### src/hw/rtl/lmec_pkg.sv
// Shared types and constants for the local map edge contrast block.
`timescale 1ns / 1ps

package lmec_pkg;

  localparam int ROW_W   = 8;
  localparam int COL_W   = 8;
  localparam int PIX_W   = 16;
  localparam int EDGE_W  = 20;
  localparam int DIM_W   = 9;
  localparam int ACC_W   = 22;
  localparam int TAP_W   = 4;
  localparam logic [TAP_W-1:0] LAST_TAP = 4'd8;

  localparam logic REQ_WRITE = 1'b0;
  localparam logic REQ_READ  = 1'b1;

  localparam logic CFG_FRAME_WIDTH  = 1'b0;
  localparam logic CFG_FRAME_HEIGHT = 1'b1;

  localparam logic [DIM_W-1:0] DIM_RESET = 9'd256;

  typedef enum logic [1:0] {
    W_CENTRE = 2'd0,
    W_CROSS  = 2'd1,
    W_DIAG   = 2'd2
  } weight_t;

  typedef struct packed {
    logic    clear;
    logic    add;
    weight_t weight;
  } acc_ctl_t;

endpackage

### src/hw/rtl/lmec_acc.sv
// Weighted accumulator that sums the nine taps of one read.
`timescale 1ns / 1ps

module lmec_acc
  import lmec_pkg::*;
(
  input  logic              clk,
  input  acc_ctl_t          ctl,
  input  logic [PIX_W-1:0]  data,
  output logic [EDGE_W-1:0] edge_out
);

  logic signed [ACC_W-1:0] acc;
  logic signed [ACC_W-1:0] term;
  logic signed [ACC_W-1:0] d_ext;

  assign d_ext = $signed({{(ACC_W-PIX_W){1'b0}}, data});

  // Centre counts twelve times, cross taps minus two, diagonals minus one.
  always_comb begin
    case (ctl.weight)
      W_CENTRE: term = (d_ext <<< 3) + (d_ext <<< 2);
      W_CROSS:  term = -(d_ext <<< 1);
      W_DIAG:   term = -d_ext;
      default:  term = '0;
    endcase
  end

  always_ff @(posedge clk) begin
    if (ctl.clear) begin
      acc <= '0;
    end else if (ctl.add) begin
      acc <= acc + term;
    end
  end

  assign edge_out = acc[ACC_W-1] ? '0 : acc[EDGE_W-1:0];

endmodule

### config.mk
export PLATFORM = sky130hd
export DESIGN_NAME = lmec_acc
export DESIGN_NICKNAME = d
export VERILOG_FILES = /design/src/hw/rtl/lmec_pkg.sv /design/src/hw/rtl/lmec_acc.sv
export SDC_FILE = /design/constraint.sdc
export NUM_CORES = 1
export LEC_CHECK = 0
export BUFFER_PORTS_ARGS = -buffer_cell sky130_fd_sc_hd__buf_2
export CAP_MARGIN = 20
export CORE_ASPECT_RATIO = 1.4
export CORE_MARGIN = 1.5
export CORE_UTILIZATION = 60
export CTS_BUF_LIST = sky130_fd_sc_hd__clkbuf_4
export DETAILED_ROUTE_END_ITERATION = 8
export GPL_TIMING_DRIVEN = 0
export PLACE_DENSITY_LB_ADDON = 0.1
export SYNTH_ARGS = -nofsm -noshare
export SYNTH_HDL_FRONTEND = slang
export SYNTH_SLANG_ARGS = --single-unit
export TNS_END_PERCENT = 100
### constraint.sdc
create_clock -name clk -period 10.65 [get_ports clk]
set_input_delay 1.5975 -clock clk [delete_from_list [all_inputs] [get_ports clk]]
set_output_delay 1.5975 -clock clk [all_outputs]
set_load 0.005 [all_outputs]
Word-level counts from Yosys, hierarchy flattened. Cells that the tools add are included. Widths: inputs -> output; s select.

Register bits after elaboration: 22. Bits of input ports: 21. Logic and storage cells: 10.

Mux-type cells: 2. $add $sub $neg: 4. Reduce and logical (&&, ||, !) cells: 1. Equal/unequal tests: 2.

Operators with widths (count): $pmux 22 s3 (1); $add 22x22->22 (1); $neg 16->22 (1); $neg 17->22 (1); $add 19x18->20 (1); $mux 20 (1); $eq 2x1->1 const B (1); $eq 2x2->1 const B (1); $logic_not 2->1 (1).

Logic depth before layout (Yosys ltp). Gate-level depths: netlist of the first run.

Word-level depth: 3. Mapped depth: 17. Depth with buffers taken out: 17.

Worst setup path before layout of the first run. Ideal clock, no wire load.

Path type: input to register. From: input data[7]. To: register acc[21]. Library setup time: 0.123 ns. Data required time: 10.527 ns. Setup slack: 5.477 ns. Data arrival time: 5.049 ns. Cell stages on the path: 17. Cell sequence: inv_1 -> ha_1 -> a21o_1 -> or3_1 -> o22a_1 -> a21o_1 -> or3_1 -> a31oi_1 -> o22ai_1 -> ha_1 -> nand4_1 -> nor3_1 -> a21oi_1 -> o211ai_1 -> o221ai_1 -> mux2i_1 -> mux2_1.

Word-level cells in the longest chain between the ends: 3. Elaborated cells between the ends (all ways): 5. Classes of those cells: 4 x add/sub; 1 x mux.

RTL lines: start, declared (line lmec_acc.sv:9) `input logic [PIX_W-1:0] data,`; $add 19x18->20, or another cell as far along (line lmec_acc.sv:22) `W_CENTRE: term = (d_ext <<< 3) + (d_ext <<< 2);`; $pmux 22 s3 (*) (line lmec_acc.sv:21) `case (ctl.weight)`; $add 22x22->22 (*) (line lmec_acc.sv:33) `acc <= acc + term;`; end signal, assigned (line lmec_acc.sv:33); end, declared (line lmec_acc.sv:13) `logic signed [ACC_W-1:0] acc;`.

Every way passes the cells marked *; elsewhere a longest branch is shown, timed or not. A chain may end at the register's enable or synchronous reset.

Worst setup path after layout of the first run. Same ends and word-level chain as after synthesis.

==> results of run 1 <==
-- power by group --
group / total [mW] / internal (mW) / switching, mW
clock: 0.0406 / 0.0133 / 0.0274
combinational: 0.242 / 0.107 / 0.135
sequential: 0.106 / 0.0950 / 0.0108
-- logic make-up (layout without fill, tap and decap cells) --
kind of cell | Yosys count | in the layout
buf+inv | 46 | 89
xor+xnor | 37 | 37
flops | 22 | 22
fa+ha+maj | 54 | 54
compound gates | 143 | 143
mux | 18 | 18
simple gates | 150 | 150
-- per-layer routing --
| layer | part of all wire | vias up |
|---|---|---|
| met2 | 0.53 | 71 |
| met4 | 0.014 | 0 |
| met3 | 0.031 | 11 |
| met5 | 0 | - |
| met1 | 0.43 | 1593 |
| li1 | - | 1791 |
-- final cells by class --
| cell class | instances | area, um^2 | area share |
|---|---|---|---|
| repair buffers | 40 | 200.2 | 0.05224 |
| clock buffers | 3 | 22.52 | 0.005877 |
| plain buffers | 18 | 67.56 | 0.01763 |
| multi-input cells | 402 | 2912 | 0.7597 |
| well taps | 68 | 85.08 | 0.02220 |
| flip-flops and latches | 22 | 440.4 | 0.1149 |
| inverters | 28 | 105.1 | 0.02742 |
-- path summary, 6_finish.rpt --
check	slack, ns	depth (start not counted)	end	from
worst max register to register	8.00	8	acc[21]$_SDFFE_PP0P_	acc[8]$_SDFFE_PP0P_
worst min-delay path	0.52	2	acc[1]$_SDFFE_PP0P_	acc[1]$_SDFFE_PP0P_
worst min register to register	0.52	2	acc[1]$_SDFFE_PP0P_	acc[1]$_SDFFE_PP0P_
worst max-delay path	5.04	18	acc[21]$_SDFFE_PP0P_	data[7]
-- layout by cell type (no fill, tap or decap), drive strengths merged, types with 3 or more instances in the layout --
cell and count:
ha 52, buf 43, nor2 35, a21oi 35, nand2 31, inv 28, nor2b 26, xnor2 26
o21ai 24, dfxtp 22, clkbuf 18, a21o 17, mux2i 14, o22ai 14, xor2 11, nand2b 9
o211ai 9, a31oi 9, o21a 9, nor3 8, nand3 8, or3 7, and3 6, a211oi 6
nand4 5, mux2 4, nor3b 3
-- critical path, stage by stage --
cell and delay, ns:
buf_2 0.13, inv_1 0.07, ha_1 0.33, a21o_1 0.23, or3_1 0.31, o22a_1 0.27, a21o_1 0.23, or3_1 0.36
a31oi_1 0.19, o22ai_1 0.14, ha_1 0.41, nand4_1 0.17, nor3_1 0.20, a21oi_1 0.09, o211ai_1 0.22, o221ai_1 0.24
mux2i_1 0.27, mux2_1 0.34
-- through the flow --
step                      total power, mW    util  cell area [um^2]  setup slack, ns  hold WS, ns
after global placement             0.3389  0.6797              3810            4.895       0.4871
after global routing               0.4226  0.6837              3832            4.783       0.5338
after CTS                          0.3862  0.6837              3832            5.075       0.5146
after floorplan                    0.2875       -              3525            5.477       0.4630
final                              0.3887  0.6837              3832            5.044       0.5161
after detailed placement           0.3463  0.6797              3810            4.742       0.4950
==> run_results.csv, run 1 <==
group,metric,value,unit
logic_synthesis,synthAdderAreaFrac,0.1960,
critical_path,critPathMaxFanout,5,
global_route,grt_pass1_wl,14330,um
global_route,grt.busiest_layer,"met2",
drt,ant_nets,0,
floorplanning,initial_core_util,0.6288,
layout,area_delta_synth_final,8.733,%
floorplanning,die_w,67.78,um
sta,post-route-period-util,0.5264,
global_route,grt_max_degree,12,
placed_design,port_buffers,40,
logic_synthesis,synth.largest_area_cell,"ha_1",
logic_synthesis,syn_area,3525,um^2
clocking,ctsRootBufferMaster,"clkbuf_4",
clocking,clock_latency,0.32,ns
power_and_ir_drop,p_leak,1.863,nW
sta,finalCriticalPeriod,5.606,ns
clocking,cts_buffers,3,
drt,drt_iter0_drc,172,
floorplanning,fp-row-count,32,
clocking,cts_sinks,22,
global_route,antenna_found_initial,0,
critical_path,endpoint_kind,"flop",
critical_path,startpoint_type,"input port",
clocking,ctsHtreeMaxLevel,1,
global_route,use_met2,0.5539,
global_route,grt_pass1_vias,3368,
hold_path,min_path_type,"flop to flop",
sta,timing.fmax,178.4,MHz
clocking,clockBufferDepth,2,
sta,setup_viol_count_final,0,
logic_synthesis,synthesis.nets,545,
logic_synthesis,avgSynthCellArea,7.499,um^2
layout,final_nets,590,
layout,regMostFlops,"acc",
logic_synthesis,synth_mux_area_frac,0.05254,
sta,finalHoldViolCount,0,
clocking,cts-resized-gates,0,
outcome,status,"finished clean",
job,maxCapViolations,0,
sta,finClkSkew,0.005168,ns
drt,viasPerCell,5.966,
logic_synthesis,synthXorXnorAreaFrac,0.09194,
logic_synthesis,synth_compound_area_frac,0.2638,
sta,rsz0062_at_grt,"false",
layout,drive_gt1_frac,0.09942,
logic_synthesis,synth.most_common_cell,"ha_1",
sta,drv_slew,0,
clocking,cts_hold_buffers,0,
clocking,cts_tree,"built",
drt,vias,3466,
critical_path,path_class,"input port to flop",
placed_design,dp_cells,578,
global_route,grtUsageMet3,0.01918,
power_and_ir_drop,power_density,101.4,nW/um^2
logic_synthesis,synth_cell_type_count,54,
clocking,cts_setup_buffers,0,
floorplanning,dieArea,6350,um^2
logic_synthesis,synthFlopType,"dfxtp_1",
logic_synthesis,synth-seq-cells,22,
sta,worst_slew_margin_rel,0.5565,
logic_synthesis,syn-instance-count,470,
sta,tns,0,ns
layout,top_regs,"acc x22",
floorplanning,dieHeight,93.69,um
placed_design,gp_congestion,0.9292,
drt,drcViolationCount,0,
logic_synthesis,netlist_top_cells_area,"ha_1 18%, dfxtp_1 12%, xnor2_1 6.5%, a21oi_1 5.0%, nor2b_1 4.6%",
sta,tightest_slew,0.6652,ns
global_route,gr-total-overflow,0,
logic_synthesis,synth_simple_gate_area_share,0.2219,
floorplanning,io_pins,41,
critical_path,crit_required,10.87,ns
layout,largest_reg_flops,22,
logic_synthesis,synth-edff-count,0,
logic_synthesis,synthTopCellsByCount,"52 x ha_1, 35 x a21oi_1, 35 x nor2_1",
logic_synthesis,ys_async_sr_fraction,0,
clocking,clkTransAtPathRegs,0.13,ns
drt,wirelength,8619,um
floorplanning,coreArea,5605,um^2
logic_synthesis,synth_warnings,0,
layout,fillCellCount,524,
placed_design,hpwl,7183,um
critical_path,crit_arrival,5.83,ns
global_route,grtUsageTotal,0.2851,
drt,wl_per_cell,14.83,um
layout,antenna_cells,0,
logic_synthesis,synth_top_family_by_area,"compound AO/OA/AOI/OAI gates",
drt,first_pass_iters,4,
power_and_ir_drop,vdd_drop_max,0.04361,mV
global_route,grtUsageMet1,0.3179,
logic_synthesis,yosys.area.top_type_share,0.1846,
layout,instances_no_fill,581,
logic_synthesis,synth_seq_area_share,0.1250,
Note: power is estimated with default switching activity, not from simulation.
==> run 2: changes to the inputs <==
Settings changed: ABC_AREA from default to 1, CORE_UTILIZATION 60 to 56.
Clock period 10.65 ns to 4.6 ns, I/O delays scaled along.
==> run 2 against run 1 <==
Via count grew 27%; synthesized cell count grew 51%; sequential cell count is the same; largest power group unchanged; first-iteration DRC count grew 22%; critical endpoint is now acc[19]$_SDFFE_PP0P_.
==> run_results.csv, run 2 <==
group,metric,value,unit
power_and_ir_drop,p_leak,2.607,nW
clocking,clkTransAtPathRegs,0.15,ns
sta,worst_slew_margin_rel,0.6043,
floorplanning,io_pins,41,
drt,drcViolationCount,0,
global_route,grt_pass1_vias,4091,
logic_synthesis,synth_warnings,0,
sta,rsz0062_at_grt,"false",
layout,final_common_cell,"nand2_1",
hold_path,hold_depth,2,
floorplanning,dieHeight,103.5,um
drt,wirelength,11110,um
logic_synthesis,synth-seq-cells,22,
layout,fillCellCount,738,
layout,regMostFlops,"acc",
clocking,ctsRootBufferMaster,"clkbuf_4",
logic_synthesis,avgSynthCellArea,5.669,um^2
hold_path,min_from,"acc[0]$_SDFFE_PP0P_",
sta,drv_slew,0,
critical_path,r2r_slack,2.36,ns
global_route,grt_pass1_wl,17930,um
global_route,grt_max_degree,13,
clocking,cts_buffers,3,
power_and_ir_drop,vdd_drop_max,0.1059,mV
placed_design,gp_congestion,0.9339,
sta,tightest_slew,0.5936,ns
logic_synthesis,synthFlopType,"dfxtp_1",
layout,final_nets,830,
clocking,cts-resized-gates,0,
clocking,cts_setup_buffers,0,
clocking,cts_hold_buffers,0,
sta,timing.fmax,290.8,MHz
logic_synthesis,yosys.area.top_type_share,0.1888,
drt,vias,4410,
layout,drive_gt1_frac,0.1008,
clocking,cts_tree,"built",
critical_path,r2r_end,"acc[16]$_SDFFE_PP0P_",
job,maxCapViolations,0,
logic_synthesis,netlist_top_cells_area,"nand2_1 19%, ha_1 16%, inv_1 13%, dfxtp_1 11%, a21oi_1 6.7%",
critical_path,crit_top_cell,"nand2_1",
logic_synthesis,synth.largest_area_cell,"nand2_1",
critical_path,crit_chain,"buf_2 -> ha_1 -> fa_1 -> nand3_1 -> nand2_1 -> nand2_1 -> nand2_1 -> nand3_1 -> nand2_1 -> nand2_1 -> nand2_1 -> o21ai_0 -> ha_1 -> nand2_1 -> inv_1 -> nand2_1 -> nand3_1 -> a21oi_1 -> nand3_1 -> nand2_1 -> nand3_1 -> nand2_1 -> inv_1",
outcome,status,"finished clean",
critical_path,crit_arrival,3.71,ns
floorplanning,fp-row-count,36,
layout,final_cell_mix,"203 x nand2_1, 143 x inv_1, 67 x nor2_1, 54 x a21oi_1, 52 x ha_1",
clocking,clockBufferDepth,2,
layout,seqCellArea,440.4,um^2
critical_path,endpoint_kind,"flop",
layout,multiInputGateArea,2995,um^2
drt,ant_nets,0,
logic_synthesis,synth-edff-count,0,
placed_design,hpwl,9249,um
logic_synthesis,synth_seq_area_share,0.1091,
logic_synthesis,synthesis.nets,787,
power_and_ir_drop,power_density,205.4,nW/um^2
hold_path,min_path_type,"flop to flop",
critical_path,r2r_cells,13,
logic_synthesis,synth_cell_type_count,39,
critical_path,slowest_delay,0.40,ns
sta,finalCriticalPeriod,3.439,ns
layout,largest_reg_flops,22,
drt,viasPerCell,5.194,
layout,top_regs,"acc x22",
floorplanning,initial_core_util,0.5781,
critical_path,startpoint_type,"input port",
logic_synthesis,synthTopCellsByCount,"203 x nand2_1, 143 x inv_1, 67 x nor2_1",
critical_path,r2r_start,"acc[0]$_SDFFE_PP0P_",
drt,first_pass_iters,5,
sta,post-route-period-util,0.7475,
logic_synthesis,syn-instance-count,712,
logic_synthesis,syn_area,4036,um^2
clocking,ctsHtreeMaxLevel,1,
floorplanning,dieArea,7733,um^2
logic_synthesis,synth.most_common_cell,"nand2_1",
global_route,gr-total-overflow,0,
placed_design,dp_cells,845,
sta,tns,0,ns
floorplanning,die_w,74.75,um
critical_path,critPathMaxFanout,6,
sta,finalHoldViolCount,0,
critical_path,slowest_stage,"fa_1",
clocking,cts_sinks,22,
layout,antenna_cells,0,
critical_path,crit_required,4.87,ns
layout,instances_no_fill,849,
sta,setup_viol_count_final,0,
layout,area_delta_synth_final,8.307,%
sta,finClkSkew,0.003016,ns
hold_path,whs_endpoint,"acc[0]$_SDFFE_PP0P_",
critical_path,path_class,"input port to flop",
drt,wl_per_cell,13.08,um
global_route,antenna_found_initial,0,
clocking,clock_latency,0.34,ns
sta,hold_ws,0.4943,ns
logic_synthesis,ys_async_sr_fraction,0,
layout,final_util,0.6262,
placed_design,port_buffers,38,
floorplanning,coreArea,6982,um^2
power_and_ir_drop,total_power,898.2,uW
drt,drt_iter0_drc,210,
global_route,grtUsageTotal,0.3012,
run 2: changes by cell type in the layout (fill, tap and decap cells not counted), sizes merged, moves of 8 or more:
cell    before  now
nand3        8   54
a21o        17    3
nor2b       26    0
a21oi       35   55
nand2       31  211
nand2b       9    0
inv         28  143
nor2        35   77
a31oi        9    0
o22ai       14    1
o21a         9    1
clkbuf      18    9
xnor2       26    5
mux2i       14    0
run 2: worst max-delay path by stage:
stage | start | end | slack (ns)
finish | data[0] | acc[19]$_SDFFE_PP0P_ | 1.16
global route | data[0] | acc[17]$_SDFFE_PP0P_ | 0.91
CTS | data[0] | acc[19]$_SDFFE_PP0P_ | 1.22
detailed placement | data[0] | acc[19]$_SDFFE_PP0P_ | 0.85
global placement | data[6] | acc[17]$_SDFFE_PP0P_ | 0.87
floorplan | data[6] | acc[15]$_SDFFE_PP0P_ | 1.50
run 2: where the power goes:
part | switching (mW) | internal [mW] | total, mW
Sequential | 0.0151 | 0.213 | 0.229
Combinational | 0.359 | 0.203 | 0.562
Clock | 0.0758 | 0.0321 | 0.108
run 2: cell type report:
type | count | share of cell area
Timing Repair Buffer | 38 | 0.04350
Clock buffer | 3 | 0.005152
Multi-Input combinational cell | 535 | 0.6852
Sequential cell | 22 | 0.1007
Inverter | 144 | 0.1236
Buffer | 11 | 0.01374
Clock inverter | 1 | 0.0008586
Tap cell | 95 | 0.02719
run 2: metrics by stage:
| step | instance area, um^2 | setup WS [ns] |
|---|---|---|
| 6_report | 4372 | 1.161 |
| 5_1_grt | 4372 | 0.9118 |
| 4_1_cts | 4372 | 1.220 |
| 3_5_place_dp | 4345 | 0.8492 |
| 3_3_place_gp | 4345 | 0.8717 |
| 2_1_floorplan | 4036 | 1.498 |
run 2: kinds of logic after synthesis:
kind of cell	after synthesis	share of synthesized area
AND/OR/NAND/NOR	359	0.3866
buffers and inverters	155	0.1488
AO/OA/AOI/OAI	101	0.1389
adder cells (fa/ha/maj)	54	0.1711
flip-flops	22	0.1091
XOR/XNOR	21	0.04557
run 2: routing by layer:
| layer | track usage | share of wire | up-vias | wire length, um |
|---|---|---|---|---|
| met2 | 0.5824 | 0.52 | 99 | 5722 |
| li1 | - | - | 2315 | - |
| met3 | 0.01938 | 0.032 | 29 | 353 |
| met4 | 0.1329 | 0.036 | 0 | 396 |
| met1 | 0.3277 | 0.42 | 1967 | 4632 |
| met5 | 0 | 0 | - | 0 |
run 2: critical path: cells and delay by family:
kind            cells  cell delay [ns]
simple gates       15             1.26
fa+ha+maj           3             0.99
compound gates      2             0.52
buf+inv             3             0.24
==> run 3: changes to the inputs <==
Clock period 4.6 ns to 3.1 ns, I/O delays scaled along.
==> run 3 against run 2 <==
Sequential power up 50%; die area unchanged; cell area rose by 6.8%; combinational power up 68%; utilization is 4.3 points higher; sequential share of layout area is 0.65 points lower; largest cell class unchanged.
==> run_results.csv, run 3 (same netlist as run 2, synthesis figures left out) <==
group,metric,value,unit
power_and_ir_drop,p_leak,2.656,nW
sta,drv_slew,0,
hold_path,min_path_type,"input port to flop",
sta,final.setup.worst_slack,0.1618,ns
critical_path,critPathMaxFanout,6,
clocking,clockBufferDepth,2,
clocking,cts_tree,"built",
power_and_ir_drop,total_power,1.443,mW
critical_path,crit_arrival,3.19,ns
sta,worst_slew_margin_rel,0.6008,
sta,post-route-period-util,0.9478,
floorplanning,coreArea,6982,um^2
global_route,gr-total-overflow,0,
sta,setup_viol_count_final,0,
placed_design,dp_cells,845,
sta,tns,0,ns
layout,final_cell_mix,"196 x nand2_1, 140 x inv_1, 65 x nor2_1, 50 x nand3_1",
drt,wirelength,11470,um
floorplanning,io_pins,41,
layout,instances_no_fill,855,
sta,finalHoldViolCount,0,
clocking,clkTransAtPathRegs,0.14,ns
global_route,grt_pass1_wl,17930,um
floorplanning,die_w,74.75,um
power_and_ir_drop,power_density,308.8,nW/um^2
power_and_ir_drop,vdd_drop_max,0.1601,mV
layout,largest_reg_flops,22,
critical_path,startpoint_type,"input port",
drt,ant_nets,0,
hold_path,hold_depth,4,
global_route,grt_max_degree,13,
critical_path,crit_required,3.35,ns
layout,final_nets,836,
sta,finalCriticalPeriod,2.938,ns
layout,design_area,4671,um^2
clocking,ctsHtreeMaxLevel,1,
layout,top_regs,"acc x22",
floorplanning,dieHeight,103.5,um
drt,drt_iter0_drc,231,
global_route,grt_pass1_vias,4091,
placed_design,port_buffers,38,
job,maxCapViolations,0,
critical_path,r2r_cells,13,
placed_design,gp_congestion,0.9339,
placed_design,place_ws,-0.4258,ns
drt,wl_per_cell,13.42,um
placed_design,placed_area,4345,um^2
layout,drive_gt1_frac,0.1645,
drt,first_pass_iters,4,
clocking,cts_buffers,3,
floorplanning,fp-row-count,36,
layout,area_delta_synth_final,15.72,%
clocking,ctsRootBufferMaster,"clkbuf_4",
floorplanning,dieArea,7733,um^2
critical_path,endpoint_kind,"flop",
drt,drcViolationCount,0,
sta,timing.fmax,340.3,MHz
layout,final_common_cell,"nand2_1",
layout,antenna_cells,0,
sta,tightest_slew,0.5989,ns
layout,regMostFlops,"acc",
drt,viasPerCell,5.185,
placed_design,hpwl,9249,um
sta,hold_ws,0.4502,ns
clocking,clock_latency,0.34,ns
outcome,status,"finished clean",
sta,finClkSkew,0.004666,ns
critical_path,path_class,"input port to flop",
clocking,cts_sinks,22,
global_route,grtUsageTotal,0.3012,
global_route,antenna_found_initial,0,
drt,vias,4433,
layout,final_util,0.6690,
floorplanning,initial_core_util,0.5781,
-- run 3: final cells by class --
| class | instances | area (um^2) |
|---|---|---|
| sequential | 22 | 440.4 |
| tap | 95 | 118.9 |
| timing repair buffer | 44 | 235.2 |
| fill | 696 | 2311 |
| buffer | 11 | 60.06 |
| multi-input combinational | 535 | 3249 |
| clock inverter | 1 | 3.754 |
| clock buffer | 3 | 22.52 |
| inverter | 144 | 540.5 |
-- run 3: per-layer routing --
metal	GRT usage	share of wire	up-vias
li1	-	-	2321
met1	0.3277	0.41	2007
met2	0.5824	0.52	78
met3	0.01938	0.031	27
met4	0.1329	0.037	0
met5	0	0	-
-- run 3: worst paths after layout --
check	end	slack, ns	from
worst max register to register	acc[16]$_SDFFE_PP0P_	0.87	acc[0]$_SDFFE_PP0P_
worst min register to register	acc[0]$_SDFFE_PP0P_	0.49	acc[0]$_SDFFE_PP0P_
worst min-delay path	acc[13]$_SDFFE_PP0P_	0.45	ctl[2]
worst max-delay path	acc[21]$_SDFFE_PP0P_	0.16	data[0]
-- run 3: worst max-delay path, stage by stage --
cell	delay, ns
buf_2	0.15
ha_2	0.21
fa_2	0.35
nand3_1	0.11
nand2_2	0.08
nand2_1	0.08
nand2_2	0.08
nand3_1	0.09
nand2_1	0.10
nand2_1	0.08
nand2_1	0.06
o21ai_2	0.23
ha_4	0.26
nand2_1	0.14
nor2_2	0.06
buf_4	0.13
a21oi_2	0.17
nand3_2	0.12
nand2_1	0.07
nand2_1	0.05
nor2_1	0.08
nor2_1	0.04
-- run 3: repair_timing --
action	CTS	global route
resized for setup	1	61
setup endpoints to repair	2	12
pin swaps	0	14
hold buffers	0	0
buffers inserted	0	6
-- run 3: where the power goes --
group / internal, mW / total (mW) / switching, mW
logic: 0.363 / 0.945 / 0.582
registers: 0.317 / 0.343 / 0.0259
clock network: 0.0475 / 0.155 / 0.107
